File: config.mk
export PLATFORM = sky130hd
export DESIGN_NAME = ppp_div
export DESIGN_NICKNAME = d
export VERILOG_FILES = /design/src/ppp_pkg.sv /design/src/ppp_div.sv
export SDC_FILE = /design/constraint.sdc
export NUM_CORES = 2
export LEC_CHECK = 0
export CAP_MARGIN = 0
export CORE_UTILIZATION = 35
export CTS_BUF_LIST = sky130_fd_sc_hd__clkbuf_8 sky130_fd_sc_hd__clkbuf_16
export CTS_CLUSTER_DIAMETER = 120
export DETAILED_ROUTE_END_ITERATION = 16
export DONT_BUFFER_PORTS = 1
export GPL_ROUTABILITY_DRIVEN = 0
export GPL_TIMING_DRIVEN = 0
export RECOVER_POWER = 25
export SLEW_MARGIN = 20
export SYNTH_ARGS = -nofsm -noshare
export SYNTH_HDL_FRONTEND = slang
export SYNTH_SLANG_ARGS = --single-unit
File: constraint.sdc
create_clock -name clk -period 7.7 [get_ports clk]
set_input_delay 1.155 -clock clk [delete_from_list [all_inputs] [get_ports clk]]
set_output_delay 1.155 -clock clk [all_outputs]
set_load 0.05 [all_outputs]
File: src/ppp_pkg.sv
package ppp_pkg;

    // field and register widths
    localparam int COORD_W   = 21;
    localparam int DIFF_W    = 22;
    localparam int PROD_W    = 43;
    localparam int SUM_W     = 45;
    localparam int VEC_FRAC  = 19;
    localparam int DOT_W     = SUM_W - VEC_FRAC;
    localparam int ZM_W      = 24;
    localparam int SCALE_W   = 24;
    localparam int ZS_W      = ZM_W + SCALE_W;
    localparam int DEN_W     = ZS_W + 1;
    localparam int SCALE_SH  = 16;
    localparam int Q_BITS    = 17;
    localparam int PIX_W     = 16;
    localparam int DEPTH_W   = 21;
    localparam int CFG_W     = 63;
    localparam int CFG_IDX_W = 3;
    localparam int DIM_REG_W = 13;
    localparam int NEAR_W    = 8;

    // register indexes
    localparam logic [CFG_IDX_W-1:0] REG_POSITION = 3'd0;
    localparam logic [CFG_IDX_W-1:0] REG_FORWARD  = 3'd1;
    localparam logic [CFG_IDX_W-1:0] REG_RIGHT    = 3'd2;
    localparam logic [CFG_IDX_W-1:0] REG_UP       = 3'd3;
    localparam logic [CFG_IDX_W-1:0] REG_SCALE    = 3'd4;
    localparam logic [CFG_IDX_W-1:0] REG_WIDTH    = 3'd5;
    localparam logic [CFG_IDX_W-1:0] REG_HEIGHT   = 3'd6;
    localparam logic [CFG_IDX_W-1:0] REG_NEAR     = 3'd7;

    // register reset values
    localparam logic [SCALE_W-1:0]   SCALE_RESET  = 24'd65536;
    localparam logic [DIM_REG_W-1:0] WIDTH_RESET  = 13'd800;
    localparam logic [DIM_REG_W-1:0] HEIGHT_RESET = 13'd600;
    localparam logic [NEAR_W-1:0]    NEAR_RESET   = 8'd1;

    // visibility and depth traveling beside the dividers
    typedef struct packed {
        logic                vis;
        logic [DEPTH_W-1:0]  depth;
    } side_t;

endpackage

File: src/ppp_div.sv
module ppp_div #(
    parameter int NUM_W = 62
) (
    input  logic                          clk,
    input  logic                          rst_n,
    input  logic                          en,
    input  logic                          in_valid,
    input  logic [NUM_W-1:0]              num,
    input  logic [ppp_pkg::DEN_W-1:0]     den,
    input  logic                          neg,
    output logic                          out_valid,
    output logic signed [ppp_pkg::PIX_W-1:0] quo
);

    localparam int QB    = ppp_pkg::Q_BITS;
    localparam int DW    = ppp_pkg::DEN_W;
    localparam int REM_W = ((NUM_W > DW + QB) ? NUM_W : DW + QB) + 1;

    logic [REM_W-1:0] rem_reg [0:QB-1];
    logic [DW-1:0]    den_reg [0:QB-1];
    logic [QB-1:0]    q_reg   [0:QB];
    logic             neg_reg [0:QB];
    logic             ovf_reg [0:QB];
    logic             vld_reg [0:QB];

    // entry stage: quotient overflow check
    always_ff @(posedge clk or negedge rst_n)
    begin
        if (!rst_n)
        begin
            vld_reg[0] <= 1'b0;
        end
        else if (en)
        begin
            vld_reg[0] <= in_valid;
        end
    end

    always_ff @(posedge clk)
    begin
        if (en)
        begin
            rem_reg[0] <= REM_W'(num);
            den_reg[0] <= den;
            q_reg[0]   <= '0;
            neg_reg[0] <= neg;
            ovf_reg[0] <= REM_W'(num) >= (REM_W'(den) << QB);
        end
    end

    // one quotient bit per stage, msb first
    for (genvar k = 1; k <= QB; k++)
    begin : g_step
        localparam int B = QB - k;
        logic [REM_W-1:0] shd;
        logic             ge;
        logic [QB-1:0]    q_next;

        always_comb
        begin
            shd       = REM_W'(den_reg[k-1]) << B;
            ge        = rem_reg[k-1] >= shd;
            q_next    = q_reg[k-1];
            q_next[B] = ge;
        end

        always_ff @(posedge clk or negedge rst_n)
        begin
            if (!rst_n)
            begin
                vld_reg[k] <= 1'b0;
            end
            else if (en)
            begin
                vld_reg[k] <= vld_reg[k-1];
            end
        end

        always_ff @(posedge clk)
        begin
            if (en)
            begin
                q_reg[k]   <= q_next;
                neg_reg[k] <= neg_reg[k-1];
                ovf_reg[k] <= ovf_reg[k-1];
            end
        end

        if (k < QB)
        begin : g_rem
            always_ff @(posedge clk)
            begin
                if (en)
                begin
                    rem_reg[k] <= ge ? rem_reg[k-1] - shd : rem_reg[k-1];
                    den_reg[k] <= den_reg[k-1];
                end
            end
        end
    end

    // signed saturation of the truncated quotient
    logic [QB:0] mag;
    localparam logic [QB:0] POS_MAX = (QB+1)'((1 << (ppp_pkg::PIX_W - 1)) - 1);
    localparam logic [QB:0] NEG_MAX = (QB+1)'(1 << (ppp_pkg::PIX_W - 1));

    always_comb
    begin
        mag = {ovf_reg[QB], q_reg[QB]};
        if (neg_reg[QB])
        begin
            if (mag > NEG_MAX)
                quo = $signed(ppp_pkg::PIX_W'(NEG_MAX));
            else
                quo = $signed(ppp_pkg::PIX_W'(-mag));
        end
        else
        begin
            if (mag > POS_MAX)
                quo = $signed(ppp_pkg::PIX_W'(POS_MAX));
            else
                quo = $signed(ppp_pkg::PIX_W'(mag));
        end
    end

    assign out_valid = vld_reg[QB];

endmodule

Word level (Yosys, flattened, before mapping)

Memory sizes are Yosys's and may differ from the RTL's.
Cells that the tools add are included.

Register bits: 18
Bits in latches: 0
Memory bits (writable): 2314
ROM bits: 0
Input port bits: 116
Word-level logic and storage cells: 81
Memories: 5

$add $sub $neg: 17
Multipliers: 0
Divide/modulo/power cells: 0
$lt $le $gt $ge: 20
Eq/ne operators: 0
Shifts and indexed selects: 0
Multiplexer cells: 21
Bitwise gates (word level): 0
Reductions and logical operators: 0

Memories:

| name    | depth | bits a word | read ports | clocked after Yosys merged registers in | wr ports | line          | RTL |
|---|---|---|---|---|---|---|---|
| rem_reg | 17    | 67          | 17         | 0                                       | 17       | ppp_div.sv:19 | `logic [REM_W-1:0] rem_reg [0:QB-1];` |
| den_reg | 17    | 49          | 17         | 0                                       | 17       | ppp_div.sv:20 | `logic [DW-1:0] den_reg [0:QB-1];` |
| q_reg   | 18    | 17          | 18         | 0                                       | 18       | ppp_div.sv:21 | `logic [QB-1:0] q_reg [0:QB];` |
| neg_reg | 18    | 1           | 18         | 0                                       | 18       | ppp_div.sv:22 | `logic neg_reg [0:QB];` |
| ovf_reg | 18    | 1           | 18         | 0                                       | 18       | ppp_div.sv:23 | `logic ovf_reg [0:QB];` |

Operator list:

| cell             | count |
|---|---|
| $mux W67         | 16 |
| $ge A67 B49 Y1   | 1 |
| $ge A67 B50 Y1   | 1 |
| $ge A67 B51 Y1   | 1 |
| $ge A67 B52 Y1   | 1 |
| $ge A67 B53 Y1   | 1 |
| $ge A67 B54 Y1   | 1 |
| $ge A67 B55 Y1   | 1 |
| $ge A67 B56 Y1   | 1 |
| $ge A67 B57 Y1   | 1 |
| $ge A67 B58 Y1   | 1 |
| $ge A67 B59 Y1   | 1 |
| $ge A67 B60 Y1   | 1 |
| $ge A67 B61 Y1   | 1 |
| $ge A67 B62 Y1   | 1 |
| $ge A67 B63 Y1   | 1 |
| $ge A67 B64 Y1   | 1 |
| $ge A67 B65 Y1   | 1 |
| $sub A67 B50 Y67 | 1 |
| $sub A67 B51 Y67 | 1 |
| $sub A67 B52 Y67 | 1 |
| $sub A67 B53 Y67 | 1 |
| $sub A67 B54 Y67 | 1 |
| $sub A67 B55 Y67 | 1 |
| 16 further kinds | 19 |

Longest topological paths before layout

An unclocked memory read counts as a cell.

Depth in word-level cells: 4
Depth in mapped cells: 18
Gate-level depth less buffers: 16

Worst setup path before layout

Ideal clock, no wire load.

Path type: flip-flop to output port
Start: mem q_reg[17][0] (netlist bit)
End: out quo[10] (netlist bit)
Arrival: 4.705 ns
Path slack: 1.840 ns
Cell stages (with the launch flop): 15
Path buffers: 1
Cell sequence: edfxtp_1 -> inv_1 -> ha_1 -> nand2_1 -> or3_1 -> or3_1 -> or3_1 -> or3_1 -> or3_4 -> o21ai_2 -> nand2_2 -> inv_2 -> nand2_1 -> buf_6 -> o311ai_0

RTL lines:

| item               | line          | RTL |
|---|---|---|
| start: declaration | ppp_div.sv:21 |  |
| end: declaration   | ppp_div.sv:12 | `output logic signed [ppp_pkg::PIX_W-1:0] quo` |

==> metrics.yaml <==
yosys:
  synth_most_common_cell: "edfxtp_1"
  seq_area_frac_synth_pct: 51.5
  synth_area_mm2: 0.127
  synth_warnings: 0
  yosys_most_used_dff: "edfxtp_1"
  synth_top_area_share_pct: 51.2
  synth_enable_flop_cells: 2156
  synth_area_per_cell_um2: 10.5
  synth_area_leaders: "edfxtp_1, ha_1, a21oi_1, xnor2_1, o21ai_0"
  yosysTopAreaCell: "edfxtp_1"
  ys_seq_elements: 2174
  syn_inst: 12000
  synthArstFlopShare_pct: 0.828
  synth_nets: 13100
  synthTopCellsByCount: "edfxtp_1, a21oi_1, inv_1"
  synth_cell_types: 105
floorplan:
  dieHeight_um: 603
  ios: 133
  initial_core_util_pct: 35.2
  core-area_mm2: 0.359
  rows: 220
  die_x_um: 603
  die-area_mm2: 0.364
global_routing:
  met3_usage_pct: 1.78
  track_usage_pct: 15.9
  busiest_layer: "met2"
  gr-total-overflow: 0
  met1_usage_pct: 17.7
  grt_max_degree: 219
  grt_pass1_vias: 87900
  grtUsageMet2_pct: 28.3
  antenna_found_initial: 7
  grt_pass1_wl_um: 464000
sta:
  skew_ns: 0.0665
  finalSetupViolCount: 0
  min_period_ns: 6.34
  worst_pin_slew_ns: 1.36
  post-route-period-util_pct: 82.4
  maxSlewViolCount: 0
  fmax_mhz: 158
  fin_setup_tns_ns: 0
  slew_headroom_pct: 8.61
  rsz0062_at_grt: "no"
  hold_viol: 0
clock_tree:
  cts_inserted_buffers: 236
  clkSinkCount: 2174
  tritoncts: "built"
  clock_latency_ns: 0.91
  root_buffer: "clkbuf_16"
  ctsLongestPathBuffers: 4
  worst_setup_hold_path_clk_slew_ns: 0.06
  cts.htree.levels: 4
cells_and_area:
  final_area_mm2: 0.140
  nets: 13300
  largest_register_ffs: 1134
  synthToLayoutAreaGrowth_pct: 11.0
  drive_gt1_share_pct: 5.05
worst_hold_path:
  hp-class: "primary input to flop"
placed_design:
  place.port_buffers: 0
  place_hpwl_um: 234000
  dpl_cell_area_mm2: 0.133
pwr:
  ir_drop_uv: 212
  leakage_uw: 0.0548
  power_density_mw_per_mm2: 358
route:
  dr.first_iter.drc_count: 4971
  vias_per_cell: 5.08
  drc: 0
  wl_per_cell_um: 17.2
  drt-total-wl_um: 297000
  vias: 87700
  ant_nets: 0
  drtPass1Iterations: 9
worst_setup_path:
  cp.arrival_ns: 5.19
  r2r_cells: 15
  worst-r2r-setup-slack_ns: 1.63
  endpoint: "quo[13]"
  crit_type: "flop to output port"
  startpoint: "q_reg[17][0]$_DFFE_PP_"
  critPathCaptureType: "output port"
  r2r-end: "rem_reg[9][35]$_DFFE_PP_"
  path_max_fanout: 10
  r2r_start: "rem_reg[8][17]$_DFFE_PP_"
  cp.required_ns: 6.55
  start_kind: "flop"
job:
  maxCapViolCount: 0
run_status:
  status: "finished, final reports clean"
==> worst max-delay path, stage by stage (launching register included) <==
cell      delay (ns)
edfxtp_1        0.44
inv_1           0.12
ha_1            0.22
nand2_1         0.09
or3_1           0.35
or3_1           0.37
or3_1           0.37
or3_1           0.37
or3_4           0.36
o21ai_2         0.15
nand2_2         0.11
inv_2           0.08
nand2_1         0.15
buf_6           0.21
o311ai_2        0.88
==> stage by stage <==
stage	setup slack, ns	utilization, %	hold WS, ns	std cells	power, uW
after floorplan	1.84	-	0.400	12000	34200
after global placement	0.836	36.9	0.401	16800	39000
after detailed placement	0.844	37.0	0.405	16800	39400
after CTS	1.25	39.1	0.276	17300	50400
after global routing	1.15	39.1	0.301	17300	53700
final	1.36	39.1	0.361	17300	50300
==> per-layer routing <==
layer  wire (um)  up-vias  part of all wire (%)
met1      121000    40100                    41
li1            -    44600                     -
met4       23700        0                   8.0
met5           0        -                     0
met3       10400      866                   3.5
met2      143000     2137                    48
==> report_power, final <==
part / internal (uW) / leakage [uW] / switching, uW
sequential: 16900 / 0.0212 / 1700
combinational: 8590 / 0.0298 / 12300
clock: 6230 / 0.00381 / 4620
total: 31700 / 0.0548 / 18600
==> cells in the final DEF, fill, tap and decap left out, types with 354 or more instances in the layout <==
master	Yosys	routed
edfxtp_1	2156	2156
o21ai_0	893	892
xnor2_1	518	518
clkbuf_1	354	354
ha_1	876	876
a21o_1	449	449
inv_1	1125	1170
nand2_1	1003	1003
nor2_1	730	730
a21oi_1	1158	1158
==> logic make-up (layout without fill, tap and decap cells) <==
group                      count (synthesis)  after routing  synth area share, %
AOI/OAI and AO/OA                       3370           3370                 16.2
and+or+nand+nor                         3068           3068                 11.6
DFF                                     2174           2174                 51.5
buffers and inverters                   1562           2011                 4.71
adders and majority gates                892            892                 8.91
xor gates and xnor gates                 866            866                 5.99
muxes                                    114            114                 1.03
other                                      0              3                    0
==> worst min-delay path by stage <==
stage                                startpoint                       end  slack [ns]  cells after the start
after floorplan            neg_reg[9]$_DFFE_PP_     neg_reg[10]$_DFFE_PP_        0.40                      0
after global placement    ovf_reg[15]$_DFFE_PP_     ovf_reg[16]$_DFFE_PP_        0.40                      0
after detailed placement   neg_reg[3]$_DFFE_PP_      neg_reg[4]$_DFFE_PP_        0.40                      0
after CTS                               den[37]  den_reg[0][37]$_DFFE_PP_        0.28                      0
after global routing                    num[53]  rem_reg[0][53]$_DFFE_PP_        0.30                      0
final                                   den[19]  den_reg[0][19]$_DFFE_PP_        0.36                      0
==> layout make-up <==
| cell class | count | area [um^2] |
|---|---|---|
| fill | 35300 | 219000 |
| sequential | 2174 | 65200 |
| multi-input combinational | 8310 | 55500 |
| clock buffer | 240 | 6010 |
| tap | 4773 | 5970 |
| inverter | 1128 | 4240 |
| buffer | 434 | 1730 |
| clock inverter | 193 | 1430 |
| timing repair buffer | 16 | 363 |
| antenna | 3 | 7.51 |
==> timing repair <==
| action | 4_1_cts | 5_1_grt |
|---|---|---|
| endpoints found under the hold margin | 18 | 0 |
| gates resized for setup | 0 | 0 |
| hold buffers | 1 | 0 |
| endpoints found under the setup margin | 0 | 0 |
| buffers inserted | 0 | 0 |
No activity file was read; power rests on OpenSTA's default activity.
